`src/sv/tmak_pkg.sv`:
```
package tmak_pkg;

   localparam int ACC_WIDTH = 10;
   localparam int THR_W = 8;
   localparam int DELTA_W = 8;
   localparam int TAP_CAP = 32;
   localparam int TAP_CNT_W = $clog2(TAP_CAP) + 1;
   localparam int QUEUE_DEPTH = 2;
   localparam int QPTR_W = $clog2(QUEUE_DEPTH);
   localparam int QCNT_W = $clog2(QUEUE_DEPTH + 1);
   localparam int CSR_INDEX_W = 2;

   localparam logic [THR_W-1:0] THRESHOLD_RESET = THR_W'(8);
   localparam logic [THR_W-1:0] THRESHOLD_MIN = THR_W'(4);

   localparam logic OP_MOTION = 1'b0;
   localparam logic OP_KEY = 1'b1;

   localparam logic [1:0] KEY_CLICK = 2'd0;
   localparam logic [1:0] KEY_BACK = 2'd1;
   localparam logic [1:0] KEY_SHIFT = 2'd2;

   localparam logic [1:0] KEY_PRESSED = 2'd0;
   localparam logic [1:0] KEY_RELEASED = 2'd1;

   localparam logic [CSR_INDEX_W-1:0] CSR_THRESHOLD = 2'd0;
   localparam logic [CSR_INDEX_W-1:0] CSR_OUTPUT_MODE = 2'd1;
   localparam logic [CSR_INDEX_W-1:0] CSR_ACTIVATION = 2'd2;
   localparam logic [CSR_INDEX_W-1:0] CSR_SHIFT_HOLD = 2'd3;

   typedef enum logic [1:0] {
      KIND_TAP    = 2'd0,
      KIND_BUTTON = 2'd1,
      KIND_MOTION = 2'd2,
      KIND_STATUS = 2'd3
   } kind_type;

   typedef enum logic [2:0] {
      TAP_LEFT  = 3'd0,
      TAP_RIGHT = 3'd1,
      TAP_UP    = 3'd2,
      TAP_DOWN  = 3'd3,
      TAP_ENTER = 3'd4
   } tap_type;

   typedef enum logic [1:0] {
      JOB_KEYS  = 2'd0,
      JOB_MOUSE = 2'd1,
      JOB_KEY   = 2'd2
   } job_kind_type;

   typedef enum logic [2:0] {
      BK_IDLE,
      BK_ADD,
      BK_HTAP,
      BK_VTAP,
      BK_MOUSE,
      BK_ACTION,
      BK_STATUS
   } back_state_type;

   typedef struct packed {
      job_kind_type       job_kind;
      logic [DELTA_W-1:0] dx;
      logic [DELTA_W-1:0] dy;
      logic               act_valid;
      logic               act_button;
      logic               button_down;
      logic               consumed;
      logic               shift_reset;
      logic               touch_on;
      logic               indicator_on;
   } job_type;

   typedef struct packed {
      kind_type           kind;
      tap_type            tap_key;
      logic               button_down;
      logic [DELTA_W-1:0] rel_x;
      logic [DELTA_W-1:0] rel_y;
      logic               consumed;
      logic               touch_on;
      logic               shift_reset;
      logic               indicator_on;
      logic               last;
   } result_type;

   typedef logic signed [ACC_WIDTH:0] accw_type;
   typedef logic signed [ACC_WIDTH-1:0] acc_type;

   localparam accw_type ACC_MAX_W = accw_type'(2 ** (ACC_WIDTH - 1) - 1);
   localparam accw_type ACC_MIN_W = accw_type'(-(2 ** (ACC_WIDTH - 1)));

   function automatic accw_type thr_wide(logic [THR_W-1:0] t);
      return accw_type'({{(ACC_WIDTH + 1 - THR_W){1'b0}}, t});
   endfunction

   function automatic logic tap_neg(acc_type acc, logic [THR_W-1:0] t);
      accw_type s;
      s = accw_type'(acc) + thr_wide(t);
      return s[ACC_WIDTH] || (s == '0);
   endfunction

   function automatic logic tap_pos(acc_type acc, logic [THR_W-1:0] t);
      return accw_type'(acc) > thr_wide(t);
   endfunction

   function automatic acc_type tap_step(acc_type acc, logic [THR_W-1:0] t);
      accw_type s;
      if (tap_neg(acc, t)) begin
         s = accw_type'(acc) + thr_wide(t);
      end else begin
         s = accw_type'(acc) - thr_wide(t);
      end
      return acc_type'(s[ACC_WIDTH-1:0]);
   endfunction

   function automatic acc_type sat_add(acc_type acc, logic signed [DELTA_W-1:0] d);
      accw_type s;
      s = accw_type'(acc) + accw_type'(d);
      if (s > ACC_MAX_W) begin
         s = ACC_MAX_W;
      end else if (s < ACC_MIN_W) begin
         s = ACC_MIN_W;
      end
      return acc_type'(s[ACC_WIDTH-1:0]);
   endfunction

   function automatic acc_type snap_idle(acc_type acc, logic [DELTA_W-1:0] d,
                                         logic [THR_W-1:0] t);
      accw_type a;
      a = accw_type'(acc);
      if (d == '0 && a < thr_wide(t) && a > -thr_wide(t)) begin
         return '0;
      end
      return acc;
   endfunction

endpackage

```
`src/sv/tmak_queue.sv`:
```
module tmak_queue
   import tmak_pkg::*;
(
   input  logic    clock,
   input  logic    reset,
   input  logic    push,
   input  job_type wr_job,
   output logic    full,
   input  logic    pop,
   output job_type rd_job,
   output logic    empty
);

   job_type            slot_ff [QUEUE_DEPTH];
   logic [QPTR_W-1:0]  wr_ptr_ff, wr_ptr_in;
   logic [QPTR_W-1:0]  rd_ptr_ff, rd_ptr_in;
   logic [QCNT_W-1:0]  count_ff, count_in;
   logic               do_push, do_pop;

   assign full = (count_ff == QCNT_W'(QUEUE_DEPTH));
   assign empty = (count_ff == '0);
   assign rd_job = slot_ff[rd_ptr_ff];
   assign do_push = push && !full;
   assign do_pop = pop && !empty;

   always_comb begin
      wr_ptr_in = wr_ptr_ff;
      rd_ptr_in = rd_ptr_ff;
      count_in = count_ff;
      if (do_push) begin
         wr_ptr_in = (wr_ptr_ff == QPTR_W'(QUEUE_DEPTH - 1)) ? '0 : wr_ptr_ff + 1'b1;
      end
      if (do_pop) begin
         rd_ptr_in = (rd_ptr_ff == QPTR_W'(QUEUE_DEPTH - 1)) ? '0 : rd_ptr_ff + 1'b1;
      end
      if (do_push && !do_pop) begin
         count_in = count_ff + 1'b1;
      end else if (do_pop && !do_push) begin
         count_in = count_ff - 1'b1;
      end
   end

   always_ff @(posedge clock) begin
      if (reset) begin
         wr_ptr_ff <= '0;
         rd_ptr_ff <= '0;
         count_ff <= '0;
      end else begin
         wr_ptr_ff <= wr_ptr_in;
         rd_ptr_ff <= rd_ptr_in;
         count_ff <= count_in;
      end
   end

   always_ff @(posedge clock) begin
      if (do_push) begin
         slot_ff[wr_ptr_ff] <= wr_job;
      end
   end

endmodule

```
`src/sv/tmak_front.sv`:
```
module tmak_front
   import tmak_pkg::*;
(
   input  logic                      clock,
   input  logic                      reset,
   input  logic                      req_push,
   output logic                      req_full,
   input  logic                      req_opcode,
   input  logic signed [DELTA_W-1:0] req_delta_x,
   input  logic signed [DELTA_W-1:0] req_delta_y,
   input  logic [1:0]                req_key_class,
   input  logic [1:0]                req_key_state,
   input  logic                      csr_valid,
   output logic                      csr_ready,
   input  logic [CSR_INDEX_W-1:0]    csr_index,
   input  logic [THR_W-1:0]          csr_data,
   output logic                      q_push,
   output job_type                   q_job,
   input  logic                      q_full,
   output logic [THR_W-1:0]          threshold
);

   logic [THR_W-1:0] threshold_ff, threshold_in;
   logic             mode_ff, mode_in;
   logic             activation_ff, activation_in;
   logic             shift_hold_ff, shift_hold_in;
   logic             touch_ff, touch_in;
   logic             eds_ff, eds_in;
   logic             ind_ff, ind_in;
   logic             accept, pressed, released;
   job_type          job;

   assign req_full = q_full;
   assign csr_ready = 1'b1;
   assign accept = req_push && !q_full;
   assign threshold = threshold_ff;
   assign pressed = (req_key_state == KEY_PRESSED);
   assign released = (req_key_state == KEY_RELEASED);
   assign q_job = job;

   always_comb begin
      threshold_in = threshold_ff;
      mode_in = mode_ff;
      activation_in = activation_ff;
      shift_hold_in = shift_hold_ff;
      touch_in = touch_ff;
      eds_in = eds_ff;
      ind_in = ind_ff;
      job = '0;
      job.dx = req_delta_x;
      job.dy = req_delta_y;
      q_push = 1'b0;

      if (accept) begin
         if (req_opcode == OP_MOTION) begin
            if (touch_ff && (req_delta_x != '0 || req_delta_y != '0)) begin
               eds_in = 1'b1;
               q_push = 1'b1;
               job.job_kind = mode_ff ? JOB_MOUSE : JOB_KEYS;
            end
         end else begin
            q_push = 1'b1;
            job.job_kind = JOB_KEY;
            case (req_key_class)
               KEY_CLICK: begin
                  if (touch_ff) begin
                     if (!mode_ff && released) begin
                        job.act_valid = 1'b1;
                     end else if (mode_ff) begin
                        job.act_valid = 1'b1;
                        job.act_button = 1'b1;
                        job.button_down = pressed;
                     end
                     job.consumed = 1'b1;
                  end else if (released) begin
                     touch_in = 1'b1;
                     if (!mode_ff) begin
                        ind_in = 1'b1;
                     end
                  end
               end
               KEY_BACK: begin
                  if (touch_ff) begin
                     if (released) begin
                        touch_in = 1'b0;
                        ind_in = 1'b0;
                     end
                     job.consumed = 1'b1;
                  end
               end
               KEY_SHIFT: begin
                  if (!activation_ff && shift_hold_ff) begin
                     if (!touch_ff && pressed) begin
                        eds_in = 1'b0;
                        touch_in = 1'b1;
                     end else if (touch_ff && released) begin
                        touch_in = 1'b0;
                        ind_in = 1'b0;
                        if (eds_ff) begin
                           eds_in = 1'b0;
                           job.shift_reset = 1'b1;
                        end
                     end
                  end
               end
               default: begin
               end
            endcase
         end
      end
      job.touch_on = touch_in;
      job.indicator_on = ind_in;

      if (csr_valid) begin
         case (csr_index)
            CSR_THRESHOLD: begin
               threshold_in = (csr_data < THRESHOLD_MIN) ? THRESHOLD_MIN : csr_data;
            end
            CSR_OUTPUT_MODE: begin
               mode_in = csr_data[0];
            end
            CSR_ACTIVATION: begin
               activation_in = csr_data[0];
               touch_in = csr_data[0];
               if (!csr_data[0]) begin
                  ind_in = 1'b0;
               end
            end
            CSR_SHIFT_HOLD: begin
               shift_hold_in = csr_data[0];
            end
            default: begin
            end
         endcase
      end
   end

   always_ff @(posedge clock) begin
      if (reset) begin
         threshold_ff <= THRESHOLD_RESET;
         mode_ff <= 1'b0;
         activation_ff <= 1'b0;
         shift_hold_ff <= 1'b1;
         touch_ff <= 1'b0;
         eds_ff <= 1'b0;
         ind_ff <= 1'b0;
      end else begin
         threshold_ff <= threshold_in;
         mode_ff <= mode_in;
         activation_ff <= activation_in;
         shift_hold_ff <= shift_hold_in;
         touch_ff <= touch_in;
         eds_ff <= eds_in;
         ind_ff <= ind_in;
      end
   end

endmodule

```
`src/sv/tmak_back.sv`:
```
module tmak_back
   import tmak_pkg::*;
(
   input  logic             clock,
   input  logic             reset,
   input  logic [THR_W-1:0] threshold,
   input  job_type          q_job,
   input  logic             q_empty,
   output logic             q_pop,
   output logic             rsp_valid,
   output result_type       rsp,
   input  logic             rsp_pop
);

   back_state_type         state_ff, state_in;
   job_type                job_ff, job_in;
   acc_type                acc_h_ff, acc_h_in;
   acc_type                acc_v_ff, acc_v_in;
   logic [TAP_CNT_W-1:0]   cnt_ff, cnt_in;
   logic                   rsp_valid_ff, rsp_valid_in;
   result_type             rsp_ff, rsp_in;
   result_type             res;
   logic                   can_emit;
   logic                   h_neg, h_pos, v_neg, v_pos;
   acc_type                h_next, v_next;
   logic                   h_more, v_more;

   assign rsp_valid = rsp_valid_ff;
   assign rsp = rsp_ff;
   assign can_emit = !rsp_valid_ff || rsp_pop;

   assign h_neg = tap_neg(acc_h_ff, threshold);
   assign h_pos = tap_pos(acc_h_ff, threshold);
   assign v_neg = tap_neg(acc_v_ff, threshold);
   assign v_pos = tap_pos(acc_v_ff, threshold);
   assign h_next = tap_step(acc_h_ff, threshold);
   assign v_next = tap_step(acc_v_ff, threshold);
   assign h_more = (cnt_ff != TAP_CNT_W'(TAP_CAP - 1))
                   && (tap_neg(h_next, threshold) || tap_pos(h_next, threshold));
   assign v_more = (cnt_ff != TAP_CNT_W'(TAP_CAP - 1))
                   && (tap_neg(v_next, threshold) || tap_pos(v_next, threshold));

   always_comb begin
      state_in = state_ff;
      job_in = job_ff;
      acc_h_in = acc_h_ff;
      acc_v_in = acc_v_ff;
      cnt_in = cnt_ff;
      rsp_valid_in = rsp_valid_ff && !rsp_pop;
      rsp_in = rsp_ff;
      q_pop = 1'b0;
      res = '0;
      res.touch_on = job_ff.touch_on;
      res.indicator_on = job_ff.indicator_on;

      case (state_ff)
         BK_IDLE: begin
            if (!q_empty) begin
               q_pop = 1'b1;
               job_in = q_job;
               case (q_job.job_kind)
                  JOB_KEYS:  state_in = BK_ADD;
                  JOB_MOUSE: state_in = BK_MOUSE;
                  JOB_KEY:   state_in = q_job.act_valid ? BK_ACTION : BK_STATUS;
                  default:   state_in = BK_IDLE;
               endcase
            end
         end
         BK_ADD: begin
            acc_h_in = snap_idle(sat_add(acc_h_ff, job_ff.dx), job_ff.dx, threshold);
            acc_v_in = snap_idle(sat_add(acc_v_ff, job_ff.dy), job_ff.dy, threshold);
            cnt_in = '0;
            state_in = BK_HTAP;
         end
         BK_HTAP: begin
            if (cnt_ff == TAP_CNT_W'(TAP_CAP) || !(h_neg || h_pos)) begin
               cnt_in = '0;
               state_in = BK_VTAP;
            end else if (can_emit) begin
               res.kind = KIND_TAP;
               res.tap_key = h_neg ? TAP_LEFT : TAP_RIGHT;
               res.last = !h_more && !(v_neg || v_pos);
               rsp_valid_in = 1'b1;
               rsp_in = res;
               acc_h_in = h_next;
               cnt_in = cnt_ff + 1'b1;
            end
         end
         BK_VTAP: begin
            if (cnt_ff == TAP_CNT_W'(TAP_CAP) || !(v_neg || v_pos)) begin
               state_in = BK_IDLE;
            end else if (can_emit) begin
               res.kind = KIND_TAP;
               res.tap_key = v_neg ? TAP_UP : TAP_DOWN;
               res.last = !v_more;
               rsp_valid_in = 1'b1;
               rsp_in = res;
               acc_v_in = v_next;
               cnt_in = cnt_ff + 1'b1;
            end
         end
         BK_MOUSE: begin
            if (can_emit) begin
               res.kind = KIND_MOTION;
               res.rel_x = job_ff.dx;
               res.rel_y = job_ff.dy;
               res.last = 1'b1;
               rsp_valid_in = 1'b1;
               rsp_in = res;
               state_in = BK_IDLE;
            end
         end
         BK_ACTION: begin
            if (can_emit) begin
               if (job_ff.act_button) begin
                  res.kind = KIND_BUTTON;
                  res.button_down = job_ff.button_down;
               end else begin
                  res.kind = KIND_TAP;
                  res.tap_key = TAP_ENTER;
               end
               rsp_valid_in = 1'b1;
               rsp_in = res;
               state_in = BK_STATUS;
            end
         end
         BK_STATUS: begin
            if (can_emit) begin
               res.kind = KIND_STATUS;
               res.consumed = job_ff.consumed;
               res.shift_reset = job_ff.shift_reset;
               res.last = 1'b1;
               rsp_valid_in = 1'b1;
               rsp_in = res;
               state_in = BK_IDLE;
            end
         end
         default: begin
            state_in = BK_IDLE;
         end
      endcase
   end

   always_ff @(posedge clock) begin
      if (reset) begin
         state_ff <= BK_IDLE;
         acc_h_ff <= '0;
         acc_v_ff <= '0;
         cnt_ff <= '0;
         rsp_valid_ff <= 1'b0;
      end else begin
         state_ff <= state_in;
         acc_h_ff <= acc_h_in;
         acc_v_ff <= acc_v_in;
         cnt_ff <= cnt_in;
         rsp_valid_ff <= rsp_valid_in;
      end
   end

   always_ff @(posedge clock) begin
      job_ff <= job_in;
      rsp_ff <= rsp_in;
   end

endmodule

```
`src/sv/touch_motion_to_arrow_keys.sv`:
```
// An accepted word is queued, popped by the back end and its results registered; keys mode
// first adds the deltas to the accumulators. A keys-mode report gives up to 64 arrow taps,
// one per cycle from the tap sequencer while the receiver takes each result.
// The front takes a new word while the 2-entry job queue has room.
// Synchronous active-high reset clears the touch state, the accumulators and the
// queues and loads the register defaults; no clearing pass is needed.
module touch_motion_to_arrow_keys
   import tmak_pkg::*;
(
   input  logic                      clock,
   input  logic                      reset,
   input  logic                      req_push,
   output logic                      req_full,
   input  logic                      req_opcode,
   input  logic signed [DELTA_W-1:0] req_delta_x,
   input  logic signed [DELTA_W-1:0] req_delta_y,
   input  logic [1:0]                req_key_class,
   input  logic [1:0]                req_key_state,
   output logic                      rsp_empty,
   input  logic                      rsp_pop,
   output logic [1:0]                rsp_kind,
   output logic [2:0]                rsp_tap_key,
   output logic                      rsp_button_down,
   output logic signed [DELTA_W-1:0] rsp_rel_x,
   output logic signed [DELTA_W-1:0] rsp_rel_y,
   output logic                      rsp_consumed,
   output logic                      rsp_touch_on,
   output logic                      rsp_shift_reset,
   output logic                      rsp_indicator_on,
   output logic                      rsp_last,
   input  logic                      csr_valid,
   output logic                      csr_ready,
   input  logic [CSR_INDEX_W-1:0]    csr_index,
   input  logic [THR_W-1:0]          csr_data
);

   logic             q_push, q_full, q_pop, q_empty;
   job_type          wr_job, rd_job;
   logic [THR_W-1:0] threshold;
   logic             rsp_valid;
   result_type       rsp;

   tmak_front u_front (
      .clock         (clock),
      .reset         (reset),
      .req_push      (req_push),
      .req_full      (req_full),
      .req_opcode    (req_opcode),
      .req_delta_x   (req_delta_x),
      .req_delta_y   (req_delta_y),
      .req_key_class (req_key_class),
      .req_key_state (req_key_state),
      .csr_valid     (csr_valid),
      .csr_ready     (csr_ready),
      .csr_index     (csr_index),
      .csr_data      (csr_data),
      .q_push        (q_push),
      .q_job         (wr_job),
      .q_full        (q_full),
      .threshold     (threshold)
   );

   tmak_queue u_queue (
      .clock  (clock),
      .reset  (reset),
      .push   (q_push),
      .wr_job (wr_job),
      .full   (q_full),
      .pop    (q_pop),
      .rd_job (rd_job),
      .empty  (q_empty)
   );

   tmak_back u_back (
      .clock     (clock),
      .reset     (reset),
      .threshold (threshold),
      .q_job     (rd_job),
      .q_empty   (q_empty),
      .q_pop     (q_pop),
      .rsp_valid (rsp_valid),
      .rsp       (rsp),
      .rsp_pop   (rsp_pop)
   );

   assign rsp_empty = !rsp_valid;
   assign rsp_kind = rsp.kind;
   assign rsp_tap_key = rsp.tap_key;
   assign rsp_button_down = rsp.button_down;
   assign rsp_rel_x = rsp.rel_x;
   assign rsp_rel_y = rsp.rel_y;
   assign rsp_consumed = rsp.consumed;
   assign rsp_touch_on = rsp.touch_on;
   assign rsp_shift_reset = rsp.shift_reset;
   assign rsp_indicator_on = rsp.indicator_on;
   assign rsp_last = rsp.last;

endmodule

```
`config.mk`:
```
export PLATFORM = sky130hd
export DESIGN_NAME = touch_motion_to_arrow_keys
export DESIGN_NICKNAME = d
export VERILOG_FILES = /design/src/sv/tmak_pkg.sv /design/src/sv/tmak_queue.sv /design/src/sv/tmak_front.sv /design/src/sv/tmak_back.sv /design/src/sv/touch_motion_to_arrow_keys.sv
export SDC_FILE = /design/constraint.sdc
export NUM_CORES = 1
export LEC_CHECK = 0
export ABC_AREA = 1
export BUFFER_PORTS_ARGS = -buffer_cell sky130_fd_sc_hd__buf_2
export CAP_MARGIN = 10
export CORE_MARGIN = 2
export CORE_UTILIZATION = 45
export DETAILED_ROUTE_END_ITERATION = 8
export PLACE_DENSITY = 0.74
export SETUP_SLACK_MARGIN = 0.05
export SLEW_MARGIN = 0
export SYNTH_ARGS = -nofsm -noshare
export SYNTH_HDL_FRONTEND = slang
export SYNTH_SLANG_ARGS = --single-unit
```
`constraint.sdc`:
```
create_clock -name clock -period 4 [get_ports clock]
set_input_delay 0.4 -clock clock [delete_from_list [all_inputs] [get_ports clock]]
set_output_delay 0.4 -clock clock [all_outputs]
set_load 0.1 [all_outputs]
```
Word-level counts from Yosys, hierarchy flattened
Memories as Yosys holds them, arrays and structs flattened. A register that Yosys moved wholly into a read port is not among the register bits.
Cells that the tools add are included.
{"block": "totals", "regBits": 97, "ramBits": 50, "inputBits": 36, "output_inout_bits": 30, "memories": 1}
{"block": "op_classes", "add_sub_neg": 14, "order_cmp": 13, "eq_ne": 31, "muxes": 115, "bitwise": 1, "n_reduce_logical": 76}
{"name": "u_queue.slot_ff", "words": 2, "width": 25, "read_ports": 1, "rd_ports_with_merged_regs": 1, "wr": 1, "line": "tmak_queue.sv:14", "text": "job_type slot_ff [QUEUE_DEPTH];"}
{"operator": "27-bit two-way mux", "n": 7}
{"operator": "10-bit two-way mux", "n": 16}
{"operator": "27-bit case mux with 5 select lines", "n": 1}
{"operator": "1-bit two-way mux", "n": 60}
{"operator": "10-bit by 9-bit adder with 11-bit output", "n": 4}
{"operator": "11-bit logical NOT", "n": 4}
{"operator": "10-bit by 9-bit greater-than comparator with 1-bit output", "n": 4}
{"operator": "10-bit case mux with 2 select lines", "n": 2}
{"operator": "3-bit two-way mux", "n": 8}
{"operator": "10-bit by 8-bit adder with 11-bit output", "n": 2}
{"operator": "10-bit by 11-bit greater-than comparator with 1-bit output", "n": 2}
{"operator": "11-bit by 10-bit greater-than comparator with 1-bit output, second input constant", "n": 2}
{"operator": "11-bit by 10-bit < comparator with 1-bit output, second input constant", "n": 2}
{"operator": "10-bit by 9-bit < comparator with 1-bit output", "n": 2}
{"operator": "2-bit by 1-bit != test with 1-bit output, second input constant", "n": 10}
{"operator": "10-bit by 9-bit subtractor with 10-bit output", "n": 2}
{"operator": "1-bit logical AND", "n": 18}
{"operator": "6-bit two-way mux", "n": 3}
{"operator": "3-bit case mux with 6 select lines", "n": 1}
{"operator": "6-bit case mux with 3 select lines", "n": 1}
{"operator": "8-bit logical NOT", "n": 2}
{"operator": "8-bit nonzero test", "n": 2}
{"operator": "2-bit two-way mux", "n": 7}
{"operator": "1-bit logical NOT", "n": 13}
{"operator": "34 further kinds", "n": 75}

Depth between registers and ports, before layout
Gate-level depths: netlist of the first run.
{"block": "depth", "ltp_word": 14, "depth_mapped": 34, "depth_no_buf": 33}

Hierarchy
A second synthesis of the first run with hierarchy kept.
{"block": "hier_totals", "hier_cells": 1562, "area_unflattened_um2": 12040.3}
{"module": "tmak_back", "instances": 1, "cells_each": 1295, "area_each_um2": 8909.8}
{"module": "tmak_queue", "instances": 1, "cells_each": 115, "area_each_um2": 2162.1}
{"module": "tmak_front", "instances": 1, "cells_each": 151, "area_each_um2": 964.7}
{"module": "touch_motion_to_arrow_keys", "instances": 1, "cells_each": 1, "area_each_um2": 3.8}

Least setup slack after synthesis of the first run
No wires, ideal clock.
{"block": "synth_timing", "kind": "register -> register", "start": "register u_front.threshold_ff[1], in the netlist u_front.threshold[1]", "end": "register u_back.rsp_ff (netlist bit u_back.rsp[0]), data pin", "setup_time_ps": 130, "t_arrival_ps": 3988, "required_time_ps": 3870, "path_slack_ps": -118, "path_stages_with_launch": 29, "path_buffers": 0, "period_less_slack_ps": 4118, "path_cell_list": "dfxtp_1 inv_1 ha_1 nor2_2 nand3_1 nand3_1 nand2_1 nand3_1 nand2_1 nor2_1 a21boi_1 or2_2 o21ai_1 inv_1 ha_1 inv_1 nand2_1 o21ai_0 nand2_1 nand2_1 a21oi_1 o21ba_2 o21ai_0 nand3_1 nand2_1 nand2_1 nand2_1 nand2_1 nand2_1"}
{"element": "start: declaration", "line": "tmak_front.sv:23", "text": "logic [THR_W-1:0] threshold_ff, threshold_in;"}
{"element": "start signal: assignment", "line": "tmak_front.sv:148", "text": "threshold_ff <= threshold_in;"}
{"element": "end signal: assignment", "line": "tmak_back.sv:162", "text": "rsp_ff <= rsp_in;"}
{"element": "end: declaration", "line": "tmak_back.sv:21", "text": "result_type rsp_ff, rsp_in;"}

==> run metrics, run 1 <==
largest net degree at the start of global routing 27; CTS H-tree lvls 4; Setup Crit Path Kind register to register; DRT Wirelength 32400 um; worst skew pair latency 440 ps; Synth Warn # 0; Max FO, Critical Path 10; CP Launch Type register; Yosys top cell area share 26.0%; r2r worst-path depth 25; Setup Total Neg Slack -70.7 ps; CTS tree done; M1 GR Usage 31.9%; Clock transition at path regs 70 ps; Vias 10718; Longest Clk Path Bufs 2; Post-synth top flop edfxtp_1; worst setup margin -70.7 ps; gr busiest metal met2; post-DR wirelength/cell 16.1 um; Synth area leaders edfxtp_1 (26%), ha_1 (14%), nand2_1 (11%); commonest cells after routing, fill and taps aside nand2_1 (316), inv_1 (158), nor2_1 (158), buf_4 (143), ha_1 (105); antenna cells 0; cell taking the most area after synthesis edfxtp_1; Sequential cell area 3970 um2; Layout Utilization 56.3%; vias per cell 5.31; antenna viol nets, final 0; Post-Syn Area 11500 um2; Die Y 164 um; Post-Syn Nets 1644; multi-input logic area 7040 um2; endpoint class of the critical path register; Iter 0 DRT Violations 858; DRC 0; GR Util met2 41.6%; commonest non-fill, non-tap cell in the layout nand2_1; dpl hpwl 25300 um; Worst EP arrival 4270 ps; Post-synth EDFFs 99; GRT Total Usage 24.4%; max_slew headroom 41.0%; io pins 66; share of cells above drive strength 1 24.2%; Die Area 26700 um2; flops & latches, synth 148; Num CTS Buffers 17; initial antenna violation count 0; vias in the first global route 10236; first-pass GRT wire length 51400 um; nets 1846; clock root buffer clkbuf_16; PortBufs 64; Async SR Flop Fraction 0%; Slew @ Worst Pin 884 ps; max frequency 0.246 GHz; Layout area overhead 23.4%; CTS hold repair buffers 0; Worst Hold Class primary input to register; cell count after placement 1977; pre-CTS setup slack -247 ps; status finished, violations left; Final Non-Filler Cells 2019; Final Hold Fails 0; sequential area share after synthesis 34.5%; Tmin final 4070 ps; RSZ-0062 raised after global routing yes; core footprint 25100 um2; violated checks negative setup slack; number of max-cap violations 0; fillcell total 2270; Final Max Tran Viols 0; worst path required time 4200 ps; final period utilization 102%; Overflow after GRT 0; synth unique cells 60; clock sinks 148; Die X-Extent 164 um; TritonRoute pass-1 iters 8; Routability Congestion 0.966; Fin Clk Skew 19.5 ps; cells after synthesis 1474; Setup violations, final 1; row cnt 58; met3 usage 3.53%; initial core utilization 45.6%; hold path cells 1; synthesized area per cell 7.77 um2
[logic make-up (layout without fill, tap and decap cells)]
family          count (synthesis)  count (layout)  synth area share, %
compound gates                234             234                 11.9
other cells                     1               1               0.0327
buf+inv                       213             427                 7.47
flops                         148             148                 34.5
simple gates                  677             678                 25.3
xor+xnor                       44              44                 3.36
mux                            23              23                 2.25
fa+ha+maj                     134             134                 15.2
[per-layer routing]
layer | part of all wire (%) | wire (um)
met5 | 0 | 0
met3 | 6.5 | 2110
met1 | 43 | 14100
met4 | 3.1 | 1020
met2 | 47 | 15200
[critical path, cell delays in order, from the launching register on]
cell and delay (ps):
dfxtp_2 340, buf_6 110, buf_4 210, ha_2 270, inv_1 90, fa_1 410
nand2_1 90, nand2_1 100, a31oi_1 210, xor2_1 110, or2_2 340, o21ai_4 90
ha_1 280, inv_2 90, nand2_1 50, o21a_1 200, nand2_1 70, nand2_1 70
nand2_1 80, nand4_1 90, nand2_1 90, nor2_1 50, nand2_1 70, nand3_2 90
a21oi_2 140, nand2_1 70
[what timing repair did]
item | in CTS | in global routing
setup endpoints to repair | 10 | 21
gates resized for setup | 35 | 75
cloned | 0 | 1
pin swaps | 2 | 41
buffers inserted | 1 | 8
[cell type report]
type / instances / share of cell area [%]
repair buffers: 208 / 9.94
well taps: 330 / 2.92
clock inverters: 15 / 1.27
clock buffers: 17 / 3.01
inverters: 187 / 5.01
multi-input cells: 1114 / 49.8
flip-flops and latches: 148 / 28.0
[cells in the mapped netlist (3+ instances only)]
cell        n
a31oi_1     7
xnor2_1    11
nand2_1   321
o31ai_1     3
ha_1      126
nand2_2    13
nand4_1    34
xor2_1     33
or2_2       5
o21a_1      5
o21ai_2     6
clkbuf_1   12
a21oi_2     7
or2_1       4
buf_4       7
inv_1     170
clkinv_1    3
dfxtp_1    49
nand3b_1    3
fa_1        8
mux2_2     22
nor2_1    170
nand3_1    82
buf_2       3
inv_2      12
nor2_2      5
nor4_1      7
nor3_1     28
a21o_1      3
o21ai_0    66
o21bai_1    6
o21ai_1    20
a21oi_1    87
edfxtp_1   99
buf_6       3
[flip-flops by register name, indices dropped and copies added, names as in the netlist, 2 cells and up, named ones only]
name / cells
u_back.cnt_ff: 6
u_back.state_ff: 3
u_back.acc_h_ff: 10
u_front.threshold: 8
u_queue.count_ff: 2
u_back.job_ff: 22
u_back.rsp: 27
u_back.acc_v_ff: 10
u_queue.slot_ff: 50
[path summary, 6_finish.rpt]
check,from,end,slack (ps)
worst min register to register,u_back.job_ff[0],u_back.rsp[1],430
worst min-delay path,req_delta_x[0],u_queue.slot_ff[0][15],160
worst max register to register,u_front.threshold[0],u_back.rsp[0],-70
worst max-delay path,u_front.threshold[0],u_back.rsp[0],-70
[through the flow]
step	cell area, um2	hold slack (ps)
final	14100	164
after floorplan	11500	400
after global placement	13100	405
after CTS	13800	147
after detailed placement	13100	417
after global routing	14100	157
Power of run 1 is not shown: default switching activity piles up to over one toggle a cycle in this logic, so the estimate is an artifact.
==> run 2: changes to the inputs <==
--- a/config.mk
+++ b/config.mk
@@ -9,11 +9,12 @@
 export BUFFER_PORTS_ARGS = -buffer_cell sky130_fd_sc_hd__buf_2
 export CAP_MARGIN = 10
 export CORE_MARGIN = 2
-export CORE_UTILIZATION = 45
+export CORE_UTILIZATION = 50
 export DETAILED_ROUTE_END_ITERATION = 8
-export PLACE_DENSITY = 0.74
+export PLACE_DENSITY = 0.8
 export SETUP_SLACK_MARGIN = 0.05
 export SLEW_MARGIN = 0
 export SYNTH_ARGS = -nofsm -noshare
 export SYNTH_HDL_FRONTEND = slang
+export SYNTH_HIERARCHICAL = 1
 export SYNTH_SLANG_ARGS = --single-unit
==> run metrics, run 2 <==
vias per cell 5.61; Layout area overhead 29.2%; Num CTS Buffers 17; commonest non-fill, non-tap cell in the layout nand2_1; RSZ-0062 raised after global routing yes; number of max-cap violations 0; violated checks negative setup slack; CP Launch Type register; nets 1971; initial antenna violation count 0; Setup Crit Path Kind register to register; worst path required time 4320 ps; Fin Clk Skew 11.6 ps; CP max stage cell dfxtp_2; final period utilization 104%; Longest Clk Path Bufs 2; Critical Path Max Stage Delay 360 ps; status finished, violations left; met2 wire length 17400 um; largest net degree at the start of global routing 28; clock sinks 148; cells after synthesis 1562; Top reg by flops u_queue/slot_ff; Final Non-Filler Cells 2133; Layout Utilization 66.1%; max frequency 0.241 GHz; CTS H-tree lvls 4; Worst EP arrival 4480 ps; clock root buffer clkbuf_16; r2r setup slk -160 ps; Post-Syn Area 12000 um2; vias in the first global route 10883; Tmin final 4160 ps; DRC 0; Post-synth EDFFs 99; post-DR wirelength/cell 17.6 um; pre-CTS setup slack -225 ps; most frequent cell after synthesis nand2_1; Final Hold Fails 0; endpoint class of the critical path register; Async SR Flop Fraction 0%; worst setup margin -157 ps; Die Y 159 um; Worst Hold Class primary input to register; Synth area leaders edfxtp_1 (25%), ha_1 (13%), nand2_1 (11%); Synth Warn # 6; PortBufs 64; max_slew headroom 38.8%; Routability Congestion 1.02; cell count after placement 2074; Overflow after GRT 0; synth unique cells 61; CTS tree done; antenna viol nets, final 0; synthesized area per cell 7.71 um2; DRT Wirelength 37500 um; Clock transition at path regs 70 ps; dpl hpwl 26600 um; sequential area share after synthesis 32.8%; top post-synthesis cells by count nand2_1 (362), inv_1 (189), nor2_1 (170); WL met3 3220 um; Final Max Tran Viols 0; Post-Syn Nets 1732; Die Area 25300 um2; Vias 11973; Yosys top cell area share 24.7%; core footprint 23500 um2; Die X-Extent 159 um; worst skew pair latency 430 ps; max reg flops 50; GRT Total Usage 26.6%; initial core utilization 51.1%; TritonRoute pass-1 iters 5; Iter 0 DRT Violations 1122; Setup violations, final 10; Top Layer Used met4; row cnt 56; cell taking the most area after synthesis edfxtp_1; first-pass GRT wire length 54100 um; WL met1 15200 um; commonest cells after routing, fill and taps aside nand2_1 (333), buf_4 (186), inv_1 (163), nor2_1 (154), edfxtp_1 (99); flops & latches, synth 148; Max FO, Critical Path 5; Post-synth top flop edfxtp_1; antenna cells 0; io pins 66; share of cells above drive strength 1 31.6%; Slew @ Worst Pin 912 ps
[run 2: cell count changes in the layout (fill, tap and decap cells not counted), moves of 16 or more]
cell and change:
nand2_2 +23, ha_4 +17, buf_4 +43, ha_1 -16, mux2_2 -17, o21ai_0 -22, mux2_4 +20, nand2_1 +17
[run 2: timing repair]
action	in CTS	in global routing
pin swaps	20	93
cloned	1	1
buffers inserted	1	24
gates resized for setup	36	209
setup endpoints to repair	21	21
hold buffers	0	0
[run 2: metrics by stage]
step	TNS, ps	cell area [um2]	hold WS (ps)
2_1_floorplan	-23.6	12000	400
3_3_place_gp	-171	13800	400
3_5_place_dp	-1000	13800	420
4_1_cts	-15.0	14500	161
5_1_grt	-2970	15600	163
6_report	-962	15600	172
[run 2: final cells by class]
type	instances	area, um2
clock buffer	17	425
clock inverter	15	185
fill	1830	7990
inverter	206	788
multi-input combinational	1164	7890
sequential	148	3970
tap	319	399
timing repair buffer	264	1890
[run 2: critical path, delay by kind of cell, from the launching register on]
kind	cells	cell delay, ps
flip-flops	1	360
AND/OR/NAND/NOR	15	1690
AO/OA/AOI/OAI	6	760
adder cells (fa/ha/maj)	3	670
buffers and inverters	5	540
[run 2: final timing paths]
check,endpoint,startpoint,depth (start not counted)
setup / recovery,u_back/acc_h_ff[0],u_back/acc_h_ff[0],29
hold / removal,u_queue/slot_ff[1][14],req_delta_y[7],1
setup reg to reg,u_back/acc_h_ff[0],u_back/acc_h_ff[0],29
hold reg to reg,u_back/rsp[1],u_back/job_ff[0],0
[run 2: logic make-up after synthesis]
| logic type | share of synthesized area [%] |
|---|---|
| muxes | 2.96 |
| AOI/OAI and AO/OA | 10.3 |
| other | 0.0311 |
| DFF | 32.8 |
| adders and majority gates | 14.4 |
| xor gates and xnor gates | 3.49 |
| buffers and inverters | 9.28 |
| and+or+nand+nor | 26.6 |
[run 2: per-layer routing]
layer / global-route usage [%] / vias to the layer above
li1: - / 5647
met1: 35.3 / 5539
met2: 44.2 / 640
met4: 9.63 / 0
met5: 0 / -
met3: 4.12 / 147
Power of run 2 is left out for the same reason.
